## config.mk

```make
export PLATFORM = sky130hd
export DESIGN_NAME = pin_lock_with_retry_lockout
export DESIGN_NICKNAME = d
export VERILOG_FILES = /design/src/rtl/core/plr_pkg.sv /design/src/rtl/core/pin_lock_with_retry_lockout.sv /design/src/rtl/core/plr_pin_mask.sv /design/src/rtl/core/plr_core.sv
export SDC_FILE = /design/constraint.sdc
export NUM_CORES = 1
export LEC_CHECK = 0
export BUFFER_PORTS_ARGS = -buffer_cell sky130_fd_sc_hd__buf_2
export CAP_MARGIN = 20
export CORE_AREA = 2 2 257 259
export DETAILED_ROUTE_END_ITERATION = 12
export DIE_AREA = 0 0 259 261
export PLACE_DENSITY_LB_ADDON = 0.08
export SLEW_MARGIN = 20
export SYNTH_ARGS = -nofsm -noshare
export SYNTH_HDL_FRONTEND = slang
export SYNTH_SLANG_ARGS = --single-unit
```

## constraint.sdc

```tcl
create_clock -name clock -period 26.6 [get_ports clock]
set_input_delay 0 -clock clock [delete_from_list [all_inputs] [get_ports clock]]
set_output_delay 0 -clock clock [all_outputs]
set_load 0.05 [all_outputs]
```

## src/rtl/core/plr_pkg.sv

```systemverilog
package plr_pkg;

   localparam int PIN_BYTES   = 15;
   localparam int LOW_BYTES   = 8;
   localparam int HIGH_BYTES  = PIN_BYTES - LOW_BYTES;
   localparam int MIN_PIN_LEN = 4;

   localparam logic [3:0]  FAIL_MAX     = 4'hF;
   localparam logic [31:0] IDLE_MAX     = 32'hFFFF_FFFF;
   localparam logic [63:0] TICKS_MAX    = 64'hFFFF_FFFF_FFFF_FFFF;
   localparam logic [63:0] PIN_LOW_RST  = 64'h0000_0000_3030_3030;
   localparam logic [55:0] PIN_HIGH_RST = 56'h0;

   localparam logic [31:0] IDLE_TIMEOUT_RST  = 32'd300;
   localparam logic [3:0]  MAX_ATTEMPTS_RST  = 4'd5;
   localparam logic [31:0] LOCKOUT_TICKS_RST = 32'd30000;

   localparam logic [7:0] CSR_IDLE_TIMEOUT  = 8'd0;
   localparam logic [7:0] CSR_MAX_ATTEMPTS  = 8'd1;
   localparam logic [7:0] CSR_LOCKOUT_TICKS = 8'd2;

   typedef enum logic [2:0] {
      CMD_TICK       = 3'd0,
      CMD_ACTIVITY   = 3'd1,
      CMD_LOCK       = 3'd2,
      CMD_UNLOCK     = 3'd3,
      CMD_CHANGE_PIN = 3'd4
   } cmd_type;

   typedef enum logic [1:0] {
      ST_OK         = 2'd0,
      ST_WRONG_PIN  = 2'd1,
      ST_LOCKED_OUT = 2'd2,
      ST_BAD_PIN    = 2'd3
   } status_type;

   typedef struct packed {
      cmd_type     cmd;
      logic [63:0] now_ticks;
      logic [63:0] lock_end;
      logic [63:0] pin_low;
      logic [55:0] pin_high;
      logic [63:0] new_pin_low;
      logic [55:0] new_pin_high;
      logic        new_pin_ok;
   } item_type;

   typedef struct packed {
      logic [31:0] idle_timeout;
      logic [3:0]  max_attempts;
   } cfg_type;

   typedef struct packed {
      status_type status;
      logic       is_locked;
      logic [3:0] failures;
   } result_type;

endpackage

```

## src/rtl/core/pin_lock_with_retry_lockout.sv

```systemverilog
// PIN lock controller with retry lockout. Takes one command item per clock
// while req_stall is low and returns one result item per command. The
// accepting edge registers the command, its PINs cut at the first zero byte
// (the new PIN also at its length) and the lockout end time summed; once the
// result register is free or read, an edge applies the command to the lock
// state in one pass and loads the result register. While a result waits, the
// input register still takes one more item; req_stall rises only when both
// registers are full and the result is stalled. The user writes configuration
// via the csr_ port (index 0 idle timeout, 1 max attempts, 2 lockout ticks) only
// while the block is idle, which it does not enforce; csr_ready is always high.
module pin_lock_with_retry_lockout (
   input  logic        clock,
   input  logic        reset,
   input  logic        req_valid,
   output logic        req_stall,
   input  logic [2:0]  req_command,
   input  logic [63:0] req_now_ticks,
   input  logic [63:0] req_pin_low,
   input  logic [55:0] req_pin_high,
   input  logic [63:0] req_new_pin_low,
   input  logic [55:0] req_new_pin_high,
   input  logic [3:0]  req_new_pin_length,
   output logic        rsp_valid,
   input  logic        rsp_stall,
   output logic [1:0]  rsp_status,
   output logic        rsp_is_locked,
   output logic [3:0]  rsp_failures,
   input  logic        csr_valid,
   output logic        csr_ready,
   input  logic [7:0]  csr_index,
   input  logic [31:0] csr_wdata
);

   logic                in_valid_ff, in_valid_in;
   plr_pkg::item_type   item_ff, item_in;
   logic                out_valid_ff, out_valid_in;
   plr_pkg::result_type out_ff;
   plr_pkg::result_type result;
   plr_pkg::cfg_type    cfg_ff;
   logic [31:0]         lockout_ticks_ff;
   logic                advance;
   logic                accept;
   logic [64:0]         end_sum;
   logic [63:0]         pin_low_m, new_low_m;
   logic [55:0]         pin_high_m, new_high_m;

   assign csr_ready = 1'b1;

   always_ff @(posedge clock) begin
      if (reset) begin
         cfg_ff.idle_timeout <= plr_pkg::IDLE_TIMEOUT_RST;
         cfg_ff.max_attempts <= plr_pkg::MAX_ATTEMPTS_RST;
         lockout_ticks_ff    <= plr_pkg::LOCKOUT_TICKS_RST;
      end else if (csr_valid && csr_ready) begin
         unique case (csr_index)
            plr_pkg::CSR_IDLE_TIMEOUT:  cfg_ff.idle_timeout <= csr_wdata;
            plr_pkg::CSR_MAX_ATTEMPTS:  cfg_ff.max_attempts <= csr_wdata[3:0];
            plr_pkg::CSR_LOCKOUT_TICKS: lockout_ticks_ff    <= csr_wdata;
            default: ;
         endcase
      end
   end

   plr_pin_mask u_old_pin (
      .pin_low     (req_pin_low),
      .pin_high    (req_pin_high),
      .limit       (4'(plr_pkg::PIN_BYTES)),
      .masked_low  (pin_low_m),
      .masked_high (pin_high_m)
   );

   plr_pin_mask u_new_pin (
      .pin_low     (req_new_pin_low),
      .pin_high    (req_new_pin_high),
      .limit       (req_new_pin_length),
      .masked_low  (new_low_m),
      .masked_high (new_high_m)
   );

   assign end_sum = {1'b0, req_now_ticks} + {33'd0, lockout_ticks_ff};

   always_comb begin
      item_in.cmd          = plr_pkg::cmd_type'(req_command);
      item_in.now_ticks    = req_now_ticks;
      item_in.lock_end     = end_sum[64] ? plr_pkg::TICKS_MAX : end_sum[63:0];
      item_in.pin_low      = pin_low_m;
      item_in.pin_high     = pin_high_m;
      item_in.new_pin_low  = new_low_m;
      item_in.new_pin_high = new_high_m;
      item_in.new_pin_ok   = new_low_m[(plr_pkg::MIN_PIN_LEN - 1) * 8 +: 8] != 8'h00;
   end

   assign advance   = in_valid_ff && (!out_valid_ff || !rsp_stall);
   assign req_stall = in_valid_ff && !advance;
   assign accept    = req_valid && !req_stall;

   assign in_valid_in  = accept || (in_valid_ff && !advance);
   assign out_valid_in = advance || (out_valid_ff && rsp_stall);

   always_ff @(posedge clock) begin
      if (reset) begin
         in_valid_ff  <= 1'b0;
         out_valid_ff <= 1'b0;
      end else begin
         in_valid_ff  <= in_valid_in;
         out_valid_ff <= out_valid_in;
      end
   end

   always_ff @(posedge clock) begin
      if (accept) item_ff <= item_in;
      if (advance) out_ff <= result;
   end

   plr_core u_core (
      .clock   (clock),
      .reset   (reset),
      .advance (advance),
      .item    (item_ff),
      .cfg     (cfg_ff),
      .result  (result)
   );

   assign rsp_valid     = out_valid_ff;
   assign rsp_status    = out_ff.status;
   assign rsp_is_locked = out_ff.is_locked;
   assign rsp_failures  = out_ff.failures;

endmodule

```

## src/rtl/core/plr_pin_mask.sv

```systemverilog
module plr_pin_mask (
   input  logic [63:0] pin_low,
   input  logic [55:0] pin_high,
   input  logic [3:0]  limit,
   output logic [63:0] masked_low,
   output logic [55:0] masked_high
);

   logic [119:0] full;
   logic [119:0] kept;

   assign full = {pin_high, pin_low};

   always_comb begin
      logic run;
      run  = 1'b1;
      kept = '0;
      for (int i = 0; i < plr_pkg::PIN_BYTES; i++) begin
         run     = run && (full[i*8 +: 8] != 8'h00) && (4'(i) < limit);
         kept[i*8 +: 8] = run ? full[i*8 +: 8] : 8'h00;
      end
   end

   assign masked_low  = kept[63:0];
   assign masked_high = kept[119:64];

endmodule

```

## src/rtl/core/plr_core.sv

```systemverilog
module plr_core (
   input  logic                clock,
   input  logic                reset,
   input  logic                advance,
   input  plr_pkg::item_type   item,
   input  plr_pkg::cfg_type    cfg,
   output plr_pkg::result_type result
);

   logic        locked_ff, locked_in;
   logic [31:0] idle_ff, idle_in;
   logic [3:0]  fail_ff, fail_in;
   logic [63:0] lock_end_ff, lock_end_in;
   logic [63:0] stored_low_ff, stored_low_in;
   logic [55:0] stored_high_ff, stored_high_in;
   plr_pkg::status_type status;
   logic        match;

   assign match = (item.pin_low == stored_low_ff) && (item.pin_high == stored_high_ff);

   always_comb begin
      logic [31:0] idle_next;
      logic        over;
      logic        blocked;
      logic [3:0]  fail_base;
      logic [3:0]  fail_next;
      locked_in      = locked_ff;
      idle_in        = idle_ff;
      fail_in        = fail_ff;
      lock_end_in    = lock_end_ff;
      stored_low_in  = stored_low_ff;
      stored_high_in = stored_high_ff;
      status         = plr_pkg::ST_OK;
      idle_next      = (idle_ff == plr_pkg::IDLE_MAX) ? idle_ff : idle_ff + 32'd1;
      over           = fail_ff >= cfg.max_attempts;
      blocked        = over && (item.now_ticks < lock_end_ff);
      fail_base      = (over && !blocked) ? 4'd0 : fail_ff;
      fail_next      = (fail_base == plr_pkg::FAIL_MAX) ? fail_base : fail_base + 4'd1;
      unique case (item.cmd)
         plr_pkg::CMD_TICK: begin
            if (!locked_ff && (cfg.idle_timeout != 32'd0)) begin
               idle_in = idle_next;
               if (idle_next >= cfg.idle_timeout) locked_in = 1'b1;
            end
         end
         plr_pkg::CMD_ACTIVITY: idle_in = '0;
         plr_pkg::CMD_LOCK:     locked_in = 1'b1;
         plr_pkg::CMD_UNLOCK: begin
            if (locked_ff) begin
               priority if (blocked) begin
                  status = plr_pkg::ST_LOCKED_OUT;
               end else if (match) begin
                  locked_in = 1'b0;
                  fail_in   = '0;
                  idle_in   = '0;
               end else begin
                  fail_in = fail_next;
                  if (fail_next >= cfg.max_attempts) lock_end_in = item.lock_end;
                  status = plr_pkg::ST_WRONG_PIN;
               end
            end
         end
         plr_pkg::CMD_CHANGE_PIN: begin
            priority if (!item.new_pin_ok) begin
               status = plr_pkg::ST_BAD_PIN;
            end else if (!match) begin
               status = plr_pkg::ST_WRONG_PIN;
            end else begin
               stored_low_in  = item.new_pin_low;
               stored_high_in = item.new_pin_high;
            end
         end
         default: ;
      endcase
   end

   always_ff @(posedge clock) begin
      if (reset) begin
         locked_ff      <= 1'b0;
         idle_ff        <= '0;
         fail_ff        <= '0;
         lock_end_ff    <= '0;
         stored_low_ff  <= plr_pkg::PIN_LOW_RST;
         stored_high_ff <= plr_pkg::PIN_HIGH_RST;
      end else if (advance) begin
         locked_ff      <= locked_in;
         idle_ff        <= idle_in;
         fail_ff        <= fail_in;
         lock_end_ff    <= lock_end_in;
         stored_low_ff  <= stored_low_in;
         stored_high_ff <= stored_high_in;
      end
   end

   assign result.status    = status;
   assign result.is_locked = locked_in;
   assign result.failures  = fail_in;

endmodule

```

== Yosys cells after proc, flatten, opt, wreduce, memory -nomap -nowiden ==
Index checks and enable logic that the tools add are counted.
Operators by class
  add/sub/neg operators: 3
  order comparisons: 19
  eq/ne operators: 14
  mux-type cells: 24
  bitwise gates (word level): 2
  reductions and logical operators: 101
Operators by type and width (number)
  $reduce_bool 8->1: 31
  $mux 32: 5
  $pmux 32 s3: 1
  $add 64x32->65: 1
  $eq 64x64->1: 1
  $lt 64x64->1: 1
  $eq 56x56->1: 1
  $logic_and 1x1->1: 51
  $add 32x1->32 const B: 1
  $eq 32x32->1 const B: 1
  $ge 32x32->1: 1
  $reduce_bool 32->1: 1
  $lt 4x4->1 const A: 7
  $mux 4: 6
  $lt 3x4->1 const A: 4
  $reduce_and 6->1: 2
  $eq 8x1->1 const B: 1
  $eq 8x2->1 const B: 1
  $ge 4x4->1: 2
  $logic_not 8->1: 1
  $lt 1x4->1 const A: 2
  $lt 2x4->1 const A: 2
  $mux 8: 1
  $eq 3x2->1 const B: 2
  17 further kinds: 36
Storage, ports and cells
  flip-flop bits (word level): 670
  input bits: 356
  output and inout bits: 10
  word-level logic and storage cells: 211

== Logic depth before layout (Yosys ltp) ==
Gate-level depths: netlist of run 1.
  depth in word-level cells: 30
  depth in mapped cells: 25
  gate-level depth less buffers: 22

== Modules after synthesis ==
From an unflattened synthesis of run 1, not the netlist that was laid out.
Second synthesis, totals
  cells, all modules: 3205
  area total of the unflattened synthesis: 32651.3 um^2
Modules (own cells, without submodules)
  pin_lock_with_retry_lockout: instances 1, cells an instance 1152, area each 16822.4 um^2, sequential area each 12782.3 um^2
  plr_core: instances 1, cells an instance 1610, area each 12974.9 um^2, sequential area each 4424.2 um^2
  plr_pin_mask at u_old_pin: instances 1, cells an instance 224, area each 1508.9 um^2, sequential area each 0.0 um^2
  plr_pin_mask at u_new_pin: instances 1, cells an instance 219, area each 1345.0 um^2, sequential area each 0.0 um^2

== Worst setup path after synthesis of run 1 ==
No wires, ideal clock.
  path type: flip-flop to flip-flop
  start: register out_valid_ff, in the netlist rsp_valid
  end: register item_ff[0] (netlist bit) (enable)
  library setup time: 1.149 ns
  arrival: 17.171 ns
  required time: 25.451 ns
  setup slack: 8.281 ns
  stages on the path, launching flop included: 3
  path buffers: 0
  clock period less this slack: 18.319 ns
  cell sequence: dfxtp_1 and3_1 nor2b_1
On the way
  longest elaborated chain between the ends: 7
Ends and longest elaborated chain
  start: declaration: line pin_lock_with_retry_lockout.sv:36  | logic out_valid_ff, out_valid_in;
  start signal: assignment: line pin_lock_with_retry_lockout.sv:106  | out_valid_ff <= out_valid_in;
  $logic_not 1->1: line pin_lock_with_retry_lockout.sv:93  | assign advance = in_valid_ff && (!out_valid_ff || !rsp_stall);
  $logic_or 1x1->1: line pin_lock_with_retry_lockout.sv:93
  $logic_and 1x1->1: line pin_lock_with_retry_lockout.sv:93
  $logic_not 1->1: line pin_lock_with_retry_lockout.sv:94  | assign req_stall = in_valid_ff && !advance;
  $logic_and 1x1->1: line pin_lock_with_retry_lockout.sv:94
  named net req_stall: line pin_lock_with_retry_lockout.sv:15  | output logic req_stall,
  $logic_not 1->1: line pin_lock_with_retry_lockout.sv:95  | assign accept = req_valid && !req_stall;
  $logic_and 1x1->1: line pin_lock_with_retry_lockout.sv:95
  named net accept: line pin_lock_with_retry_lockout.sv:42  | logic accept;
  end signal: assignment: line pin_lock_with_retry_lockout.sv:111  | if (accept) item_ff <= item_in;
  end: declaration: line pin_lock_with_retry_lockout.sv:35  | plr_pkg::item_type item_ff, item_in;
The timed path passes the listed nets, and every way through them passes these cells.
A chain may end at the register's enable or synchronous reset.

== Worst setup path in the final report of run 1 ==
  start: register item_ff[348] (netlist bit)
  end: register u_core.lock_end_ff[22]
On the way
  longest elaborated chain between the ends: 9
  elaborated cells on any way between the ends: 11
  classes of those cells: add/sub (1); order compare (2); eq/ne (1); mux (2); bitwise (1); reduce/logical (4)
Ends and longest elaborated chain
  $lt 64x64->1 (*): line plr_core.sv:36  | blocked = over && (item.now_ticks < lock_end_ff);
  $logic_and 1x1->1 (*): line plr_core.sv:36
  $logic_not 1->1: line plr_core.sv:37  | fail_base = (over && !blocked) ? 4'd0 : fail_ff;
  $logic_and 1x1->1: line plr_core.sv:37
  $mux 4: line plr_core.sv:37
  $add 4x1->4 or $eq 4x4->1 (tied branches): line plr_core.sv:38  | fail_next = (fail_base == plr_pkg::FAIL_MAX) ? fail_base : fail_base + 4'd1;
  $mux 4: line plr_core.sv:38
  $ge 4x4->1: line plr_core.sv:58  | if (fail_next >= cfg.max_attempts) lock_end_in = item.lock_end;
  $reduce_and 6->1 (no source line) (*)
  end signal: assignment: line plr_core.sv:89  | lock_end_ff <= lock_end_in;
  end: declaration: line plr_core.sv:13  | logic [63:0] lock_end_ff, lock_end_in;
Mark *: on every way between the ends. The rest lies on a longest branch, timed or not.

==> summary.txt, run 1 <==
Status
  – Status: finished clean

Yosys
  – Yosys warning count: 0
  – Count of cell types in the netlist: slightly below 80
  – Cells after Synth: about 3000
  – Mapped Area: 32000 sq um
  – Flops & latches, synth: 670
  – Main flop type after synthesis: edfxtp_1
  – Cell taking the most area after synthesis: edfxtp_1
  – Ys async rst share: 0%
  – Sequential area share after synthesis: about 54%
  – Synth area leaders: edfxtp_1 36%, dfxtp_1 18%, mux2i_1 5.9%, ha_1 5.3%, nand2_1 4.7%
  – Post-Syn Nets: 3499
  – Average cell area after synthesis: about 11 sq um
  – Share of Yosys cell area claimed by the top area cell type: a little over a third
  – Number of synthesized flops with an enable pin: about 380

Job
  – Max cap viols: 0

CTS
  – Clock Pin Slew Worst Setup and Hold Paths: 0.06 ns
  – CTS max path bufs: 3
  – Worst skew pair latency: between 0.6 and 0.7 ns
  – Post-CTS setup buffers: 0
  – CTS tree: built
  – H-tree depth: 3
  – Root Driver: clkbuf_16
  – CTS Buf Count: 73
  – CTS Sinks: 670

STA
  – Final worst slack: approximately 20 ns
  – Hold Fails Final Rpt: 0
  – Pins Over Slew Limit: 0
  – Final setup viols: 0
  – Relative slew margins: 24.6%
  – Final min period: between 6 and 7 ns
  – RSZ-0062 raised after global routing: no
  – Slew @ Worst Pin: roughly 1.1 ns
  – Final worst path period share: between 20% and 30%
  – Clock Skew: approximately 0.024 ns
  – FMAX: roughly 160 MHz
  – Setup TNS: 0 ns

Final layout
  – Nets: approximately 4200
  – Core Util, Final: 62.6%
  – Share of cells above drive strength 1: around 14%
  – Area grow syn2layout: 27.0%
  – Most common cell after layout, fill and taps aside: nand2_1
  – Post-route design area: about 41000 sq um
  – # fillers: just over 5000
  – Most frequent cells in the layout: 399 x nand2_1, 379 x edfxtp_1, 363 x buf_2
  – Fin cells: roughly 4600

Hold path
  – Hold endpoint: item_ff[177]
  – Worst Hold Class: primary input to register
  – HP Start: req_pin_low[0]
  – WHS Path Cells: 2

Placement
  – I/O Buffers: around 360
  – Placed instance count: about 4100
  – Final HPWL DP: between 60000 and 70000 microns
  – Dpl cell area: approximately 35000 sq um
  – Placement Setup Slack: approximately 20 ns
  – RePlAce Congestion: 0.934

Setup path
  – Worst EP required: about 27 ns
  – CP Cell Sequence: ha_1 > nand4_1 > or2_2 > nor4_2 > nand3_1 > a31o_2 > a21oi_1 > nor2_1 > nor2_1 > nor2_1 > ha_1 > and3_1 > xnor2_1 > and2_1 > ha_1 > nand2b_1 > a21o_1 > a21o_1 > a21oi_1 > nor3_4 > buf_4 > mux2i_1
  – Reg2reg start: item_ff[348]
  – Slowest cell on the critical path: buf_4
  – Kind of critical path: register to register
  – Worst reg-to-reg path cell count: 22
  – Setup slack, reg-to-reg: 20.49 ns
  – Setup crit end kind: register
  – Critical Path AT: approximately 6.6 ns
  – Startpoint Class: register
  – CP delay by family, top: simple AND/OR/NAND/NOR gates
  – R2R Path End: u_core.lock_end_ff[22]
  – CP max stage delay: 0.91 ns
  – Worst path bufs/invs: 1
  – CP max FO: 56

Global route
  – Largest net degree at the start of global routing: between 80 and 90
  – Total gr overflow: 0
  – GRT Util Overall: a little over a quarter
  – First-pass GRT wire length: between 100000 and 150000 microns
  – Antenna violations before repair: 10
  – Number of global-route vias before repair: 25863

Floorplan
  – Die height: roughly 260 microns
  – IO Pins: about 370
  – Site Rows: 94
  – Initial Util: 49.3%
  – Core Box Area: 65000 sq um
  – DIE AREA: 67600 sq um
  – Die outline width: roughly 260 microns

Power and ir drop
  – Combinational share of power: 8.4%
  – Power per Cell Area: ~60 nW/um^2
  – Clock share of power: a little over two fifths
  – Seq pwr share: 48.2%
  – Lkg Pwr: roughly 17 nW
  – Switch Pwr: around 0.00055 W
  – Int Power: roughly 0.0018 W
  – Sw Share: approximately 23%
  – Worst VDD drop: about 44 uV

Detailed routing
  – Via count: ~25000
  – DR WL/cell: between 20 and 25 microns
  – DR vias/cell: around 5.4
  – Drt first-iter violations: ~1900
  – Post-Route WL: approximately 93000 microns
  – Routed Antenna Nets: 0
  – Drt first pass iters: 5
  – DR DRC count: 0
state kept, by name, indices dropped and copies added (netlist names):
register               cells
item_ff                  372
u_core.lock_end_ff        64
u_core.stored_low_ff      64
u_core.stored_high_ff     56
cfg_ff                    36
lockout_ticks_ff          32
u_core.idle_ff            32
rsp_failures               4
u_core.fail_ff             4
rsp_status                 2
in_valid_ff                1
rsp_is_locked              1
rsp_valid                  1
u_core.locked_ff           1
how the worst max path moves through the flow:
stage	startpoint	end	slack [ns]	cells past startpoint
after floorplan	rsp_valid	item_ff[0]	8.28	2
after global placement	item_ff[348]	u_core.lock_end_ff[12]	20.33	22
after detailed placement	u_core.lock_end_ff[43]	u_core.lock_end_ff[61]	20.21	23
after CTS	u_core.lock_end_ff[43]	u_core.lock_end_ff[21]	20.15	23
after global routing	u_core.lock_end_ff[43]	u_core.lock_end_ff[16]	20.18	23
final	item_ff[348]	u_core.lock_end_ff[22]	20.49	22
metal layers:
layer	track usage [%]	wire length [microns]
met5	0	49
met4	14.0	4690
met3	4.06	4600
met2	48.3	46400
met1	32.5	37600
logic make-up (layout without fill, tap and decap cells):
group	count (synthesis)	after routing	share of synthesized area (%)
AOI/OAI and AO/OA	400	400	8.14
xor gates and xnor gates	193	193	5.28
adders and majority gates	138	138	5.41
buffers and inverters	261	1025	3.51
DFF	670	670	53.7
muxes	191	191	5.97
other	1	7	0.0117
and+or+nand+nor	1151	1151	18.0
timing repair:
item                                   4_1_cts  5_1_grt
hold buffers                               362        0
gates resized for setup                      0        0
endpoints found under the hold margin      485        0
synth_stat cells (all sizes together) (4+ instances only):
| library cell | n |
|---|---|
| nor2b | 25 |
| edfxtp | 379 |
| o21bai | 9 |
| and3 | 85 |
| a211o | 4 |
| a21boi | 6 |
| or2 | 5 |
| clkbuf | 85 |
| nand4 | 51 |
| inv | 140 |
| a311oi | 10 |
| nor3 | 24 |
| or3 | 7 |
| xor2 | 69 |
| and4 | 11 |
| buf | 36 |
| o2111ai | 6 |
| a2111oi | 4 |
| mux2i | 189 |
| nand3 | 57 |
| and2 | 175 |
| nor4 | 84 |
| a21oi | 152 |
| ha | 137 |
| nand4b | 5 |
| a31oi | 14 |
| o32ai | 6 |
| nor2 | 189 |
| o211ai | 15 |
| nand2b | 16 |
| a21o | 51 |
| nand2 | 399 |
| a211oi | 20 |
| or4 | 9 |
| dfxtp | 291 |
| o31ai | 10 |
| xnor2 | 124 |
| o21ai | 51 |
| o21a | 17 |
power by group through the flow:
stage / clock [W] / combinational [W] / sequential (W)
floorplan: 0 / 0.0000782 / 0.00119
global placement: 0 / 0.000155 / 0.00117
detailed placement: 0 / 0.000157 / 0.00117
CTS: 0.00105 / 0.000198 / 0.00115
global route: 0.00109 / 0.000216 / 0.00115
finish: 0.00104 / 0.000200 / 0.00115
area by class of cell:
type                       instances  area (sq um)  share of cell area [%]
multi-input combinational       2074         13800                    33.8
antenna                            6          15.0                  0.0369
tap                              864          1080                    2.66
clock buffer                     103          2080                    5.11
inverter                         140           528                    1.30
timing repair buffer             749          5640                    13.9
sequential                       670         17200                    42.3
clock inverter                    33           389                   0.956
per-stage QoR:
| step | hold slack [ns] | power [W] |
|---|---|---|
| floorplan | 0.0989 | 0.00126 |
| global placement | 0.181 | 0.00132 |
| detailed placement | 0.184 | 0.00133 |
| CTS | 0.0758 | 0.00240 |
| global route | 0.0851 | 0.00246 |
| finish | 0.101 | 0.00238 |
No activity file was read; power rests on OpenSTA's default activity.
==> inputs of run 2 (changes only) <==
- clock period: 26.6 -> 5.78 ns (I/O delays scaled with it)
==> run 2 against run 1 <==
Global-route usage increased by 0.17 points; register-to-register slack got worse by 20 ns; sequential power increased to 4.6 times the previous value; flip-flop and latch count unchanged; critical endpoint is now u_core.lock_end_ff[9]; largest cell class unchanged.
==> summary.txt, run 2 (synthesized netlist as in run 1, its figures left out) <==
Setup path
  – Slowest cell on the critical path: nor4_2
  – CP Cell Sequence: ha_1 > nand4_1 > or2_2 > nor4_2 > nand3_1 > a31o_2 > a21oi_1 > nor2_1 > nor2_1 > nor2_1 > ha_1 > and3_1 > xnor2_1 > and2_1 > ha_1 > nand2b_1 > a21o_1 > a21o_1 > a21oi_1 > nor3_2 > buf_12 > mux2i_1
  – CP delay by family, top: simple AND/OR/NAND/NOR gates
  – Worst path bufs/invs: 1
  – Kind of critical path: register to register
  – Reg2reg start: item_ff[352]
  – Critical Path AT: around 5.8 ns
  – Startpoint Class: register
  – Setup crit end kind: register
  – Worst EP required: approximately 6.3 ns
  – CP max stage delay: 0.49 ns
  – CP Launch Point: item_ff[352]
  – CP max FO: 64

Final layout
  – Fin cells: roughly 4600
  – Largest register FFs: 372
  – Biggest register: item_ff
  – Most common cell after layout, fill and taps aside: nand2_1
  – Most frequent cells in the layout: 399 x nand2_1, 379 x edfxtp_1, 363 x buf_2
  – Area grow syn2layout: 26.7%
  – # fillers: 5149
  – Nets: roughly 4200
  – Top flop regs: item_ff: 372 flops, u_core.lock_end_ff: 64 flops, u_core.stored_low_ff: 64 flops
  – Share of cells above drive strength 1: between 10% and 20%
  – Post-route design area: a little over 40000 sq um

Placement
  – Dpl cell area: between 30000 and 40000 sq um
  – RePlAce Congestion: 0.910
  – Final HPWL DP: around 65000 microns
  – I/O Buffers: roughly 360
  – Placed instance count: approximately 4100

Global route
  – GRT Util Overall: approximately 28%
  – First-pass GRT wire length: ~140000 microns
  – Antenna violations before repair: 7
  – Largest net degree at the start of global routing: ~150
  – Total gr overflow: 0
  – Number of global-route vias before repair: 25714

Floorplan
  – IO Pins: 366
  – Die outline width: between 200 and 300 microns
  – Die height: between 200 and 300 microns
  – Site Rows: 94
  – DIE AREA: 67600 sq um
  – Initial Util: about half
  – Core Box Area: approximately 65000 sq um

Hold path
  – Worst Hold Class: primary input to register
  – HP Start: csr_index[4]

CTS
  – CTS max path bufs: 3
  – Clock Pin Slew Worst Setup and Hold Paths: approximately 0.06 ns
  – H-tree depth: 3
  – CTS Sinks: 670
  – CTS Buf Count: between 70 and 80
  – Root Driver: clkbuf_16
  – Worst skew pair latency: 0.63 ns
  – CTS tree: built

Detailed routing
  – Post-Route WL: 94300 microns
  – Via count: roughly 25000
  – Drt first pass iters: 5
  – DR WL/cell: 20.4 microns
  – DR DRC count: 0
  – DR vias/cell: about 5.4
  – Routed Antenna Nets: 0
  – Drt first-iter violations: about 1800

Status
  – Status: finished clean

STA
  – Hold Fails Final Rpt: 0
  – RSZ-0062 raised after global routing: no
  – Clock Skew: 0.0211 ns
  – Final worst path period share: approximately nine tenths
  – Relative slew margins: 30.0%
  – Final setup viols: 0
  – Final min period: about 5.2 ns
  – WHS: between 0.09 and 0.1 ns
  – Slew @ Worst Pin: between 1 and 1.5 ns
  – FMAX: between 150 and 200 MHz
  – Pins Over Slew Limit: 0

Power and ir drop
  – Worst VDD drop: slightly above 200 uV
  – Tot Pwr: between 0.01 and 0.015 W
  – Lkg Pwr: approximately 17 nW
  – Power per Cell Area: between 200 and 300 nW/um^2

Job
  – Max cap viols: 0
[run 2: layout make-up]
cell class | instances | area, sq um | area share [%]
antenna | 5 | 12.5 | 0.0308
clock buffer | 104 | 2060 | 5.08
clock inverter | 29 | 299 | 0.737
inverter | 140 | 528 | 1.30
multi-input combinational | 2074 | 13800 | 33.9
sequential | 670 | 17200 | 42.4
tap | 864 | 1080 | 2.66
timing repair buffer | 746 | 5650 | 13.9
[run 2: worst reg2reg max path: stages, from the launching register on]
cell and delay (ns):
edfxtp_1 0.38, ha_1 0.33, nand4_1 0.11, or2_2 0.31, nor4_2 0.49, nand3_1 0.12, a31o_2 0.26, a21oi_1 0.38
nor2_1 0.10, nor2_1 0.15, nor2_1 0.06, ha_1 0.23, and3_1 0.26, xnor2_1 0.16, and2_1 0.18, ha_1 0.26
nand2b_1 0.09, a21o_1 0.11, a21o_1 0.12, a21oi_1 0.07, nor3_2 0.19, buf_12 0.43, mux2i_1 0.36
[run 2: power breakdown]
| group | internal, W | switching (W) | total [W] | leakage, nW |
|---|---|---|---|---|
| clock network | 0.00268 | 0.00194 | 0.00462 | 1.15 |
| registers | 0.00523 | 0.0000575 | 0.00529 | 6.09 |
| logic | 0.000422 | 0.000502 | 0.000925 | 9.47 |
| total | 0.00833 | 0.00249 | 0.0108 | 16.7 |
[run 2: per-layer routing]
| layer | up-vias | wire length (microns) | track usage [%] |
|---|---|---|---|
| li1 | 12083 | - | - |
| met1 | 11987 | 37800 | 32.6 |
| met2 | 839 | 47100 | 48.8 |
| met3 | 276 | 4450 | 3.95 |
| met4 | 4 | 4890 | 14.0 |
| met5 | - | 30 | 0 |
[run 2: path summary, 6_finish.rpt]
check	end	slack, ns	cells after the start
worst max-delay path	u_core.lock_end_ff[9]	0.56	22
worst min register to register	u_core.lock_end_ff[8]	0.46	2
worst max register to register	u_core.lock_end_ff[9]	0.56	22
worst min-delay path	cfg_ff[2]	0.1	7
[run 2: through the flow]
| stage | setup TNS (ns) | setup WS (ns) | utilization [%] |
|---|---|---|---|
| 2_1_floorplan | -306.41 | -0.824 | - |
| 3_3_place_gp | 0 | 0.589 | 53.2 |
| 3_5_place_dp | 0 | 0.548 | 53.2 |
| 4_1_cts | 0 | 0.494 | 62.4 |
| 5_1_grt | 0 | 0.0703 | 62.4 |
| 6_report | 0 | 0.563 | 62.4 |
[run 2: repair_timing]
action,4_1_cts,5_1_grt
resized for setup,0,0
buffers inserted,0,0
hold buffers,362,0
endpoints found under the hold margin,480,0
==> inputs of run 3 (changes only) <==
==> constraint.sdc (replaced) <==
create_clock -name clock -period 5.78 [get_ports clock]
set_input_delay 0.289 -clock clock [delete_from_list [all_inputs] [get_ports clock]]
set_output_delay 0.289 -clock clock [all_outputs]
set_load 0.05 [all_outputs]
==> run 3 against run 2 <==
First-iteration DRC count fell by 2.1%; clock skew rose by 0.0014 ns; worst setup slack got worse by 0.050 ns; non-clock buffer count fell by 92; sequential share of layout area rose by 0.96 points; combinational power fell by 5.7%; via count fell by 2.4%; highest routed layer unchanged; global-route usage fell by 0.61 points; fmax fell by 0.95%; cell count fell by 2.0%; largest power group unchanged; critical endpoint is now u_core.lock_end_ff[15].
==> summary.txt, run 3 (synthesized netlist as in run 1, its figures left out) <==
Final layout
  – Most frequent cells in the layout: 399 x nand2_1, 379 x edfxtp_1, 363 x buf_2
  – Post-route design area: 39700 sq um
  – Multi-input gate area: roughly 14000 sq um
  – Largest register FFs: about 370
  – # fillers: approximately 5300
  – Most common cell after layout, fill and taps aside: nand2_1
  – Top flop regs: item_ff: 372 flops, u_core.lock_end_ff: 64 flops, u_core.stored_low_ff: 64 flops
  – Share of cells above drive strength 1: between 10% and 20%
  – Area grow syn2layout: 23.9%
  – Antenna cell count: 0
  – Biggest register: item_ff
  – Nets: 4108
  – Sequential cell area: ~17000 sq um

Setup path
  – CP Cell Sequence: ha_1 > nand4_1 > or2_2 > nor4_2 > nand3_1 > a31o_2 > a21oi_1 > nor2_1 > nor2_1 > nor2_1 > ha_1 > and3_1 > xnor2_1 > and2_1 > ha_1 > nand2b_1 > a21o_1 > a21o_1 > a21oi_1 > nor3_2 > buf_12 > mux2i_1
  – CP delay by family, top: simple AND/OR/NAND/NOR gates
  – Worst path bufs/invs: 1
  – CP max FO: 64
  – Setup crit end kind: register
  – Slowest cell on the critical path: nor4_2
  – Kind of critical path: register to register
  – Worst EP required: between 6 and 7 ns
  – Startpoint Class: register
  – CP max stage delay: about 0.5 ns
  – Critical Path AT: about 5.8 ns

STA
  – Final worst path period share: 91.1%
  – Clock Skew: 0.0225 ns
  – Relative slew margins: between 20% and 30%
  – FMAX: around 190 MHz
  – Slew @ Worst Pin: between 1 and 1.5 ns
  – Final min period: 5.27 ns
  – Hold Fails Final Rpt: 0
  – Final setup viols: 0
  – RSZ-0062 raised after global routing: no
  – Pins Over Slew Limit: 0
  – Final worst slack: between 0.5 and 0.6 ns

Placement
  – RePlAce Congestion: 0.907
  – Placement Setup Slack: around 0.5 ns
  – Final HPWL DP: around 65000 microns
  – Dpl cell area: roughly 35000 sq um
  – I/O Buffers: about 360

Power and ir drop
  – Combinational share of power: 8.1%
  – Seq pwr share: between 40% and 50%
  – Sw Share: between 20% and 30%
  – Power per Cell Area: between 200 and 300 nW/um^2
  – Clock share of power: between 40 and 50%
  – Int Power: around 0.0083 W
  – Worst VDD drop: between 200 and 250 uV
  – Lkg Pwr: 16.3 nW
  – Switch Pwr: around 0.0025 W

Detailed routing
  – Top Layer Used: met5
  – Via count: 24582
  – Met2 wire length: between 40000 and 50000 microns
  – Post-Route WL: ~92000 microns
  – DR vias/cell: approximately 5.4
  – DR WL/cell: roughly 20 microns
  – Met1 wire length: around 37000 microns
  – Routed met3 length: approximately 4400 microns
  – Drt first-iter violations: 1740
  – DR DRC count: 0
  – Routed Antenna Nets: 0
  – Drt first pass iters: 5

Floorplan
  – DIE AREA: 67600 sq um
  – Die height: roughly 260 microns
  – Site Rows: 94
  – Core Box Area: between 60000 and 70000 sq um
  – Die outline width: approximately 260 microns
  – IO Pins: around 370
  – Initial Util: between 40 and 50%

Global route
  – First-pass GRT wire length: between 100000 and 150000 microns
  – Number of global-route vias before repair: 24800
  – GRT Util Overall: 26.9%
  – Total gr overflow: 0
  – Antenna violations before repair: 4
  – Largest net degree at the start of global routing: approximately 170

CTS
  – Worst skew pair latency: just over 0.6 ns
  – CTS Buf Count: 74
  – Clock Pin Slew Worst Setup and Hold Paths: 0.06 ns
  – H-tree depth: 3
  – CTS max path bufs: 3
  – CTS Sinks: 670
  – Root Driver: clkbuf_16
  – CTS resizes: 0
  – CTS tree: built

Status
  – Status: finished clean

Hold path
  – Worst Hold Class: primary input to register

Job
  – Max cap viols: 0
[run 3: repair_timing]
| action | in CTS | in global routing |
|---|---|---|
| hold endpoints to repair | 301 | 2 |
| buffers inserted | 0 | 0 |
| hold buffers | 265 | 2 |
[run 3: stage by stage]
stage	util [%]	TNS (ns)	cells	hold WS [ns]	power, W
after floorplan	-	-306.41	3005	0.388	0.00576
after global placement	53.2	0	4134	0.438	0.00610
after detailed placement	53.2	0	4134	0.446	0.00612
after CTS	61.0	0	4537	0.0000510	0.0109
after global routing	61.0	0	4540	0.00190	0.0112
final	61.0	0	4540	0.0292	0.0108
[run 3: path summary, 6_finish.rpt]
check	startpoint	to	slack, ns	cells after the start
setup / recovery	item_ff[348]	u_core.lock_end_ff[15]	0.51	22
hold / removal	req_pin_high[42]	item_ff[163]	0.03	2
setup reg to reg	item_ff[348]	u_core.lock_end_ff[15]	0.51	22
hold reg to reg	u_core.lock_end_ff[36]	u_core.lock_end_ff[36]	0.45	2
[run 3: power groups by stage]
stage	registers [W]	logic, W	clock network (W)
after floorplan	0.00540	0.000361	0
after global placement	0.00538	0.000717	0
after detailed placement	0.00539	0.000727	0
after CTS	0.00529	0.000869	0.00473
after global routing	0.00530	0.000944	0.00491
final	0.00529	0.000872	0.00464
[run 3: per-layer routing]
| metal | track usage, % | vias up |
|---|---|---|
| met5 | 0 | - |
| met4 | 10.9 | 8 |
| met3 | 4.02 | 210 |
| met2 | 48.2 | 753 |
| met1 | 32.6 | 11699 |
| li1 | - | 11912 |
[run 3: layout make-up]
class                           instances  area share [%]
Sequential cell                       670            43.3
Multi-Input combinational cell       2074            34.6
Timing Repair Buffer                  654            12.0
Clock buffer                          104            5.23
Tap cell                              864            2.72
Inverter                              140            1.33
Clock inverter                         34           0.772
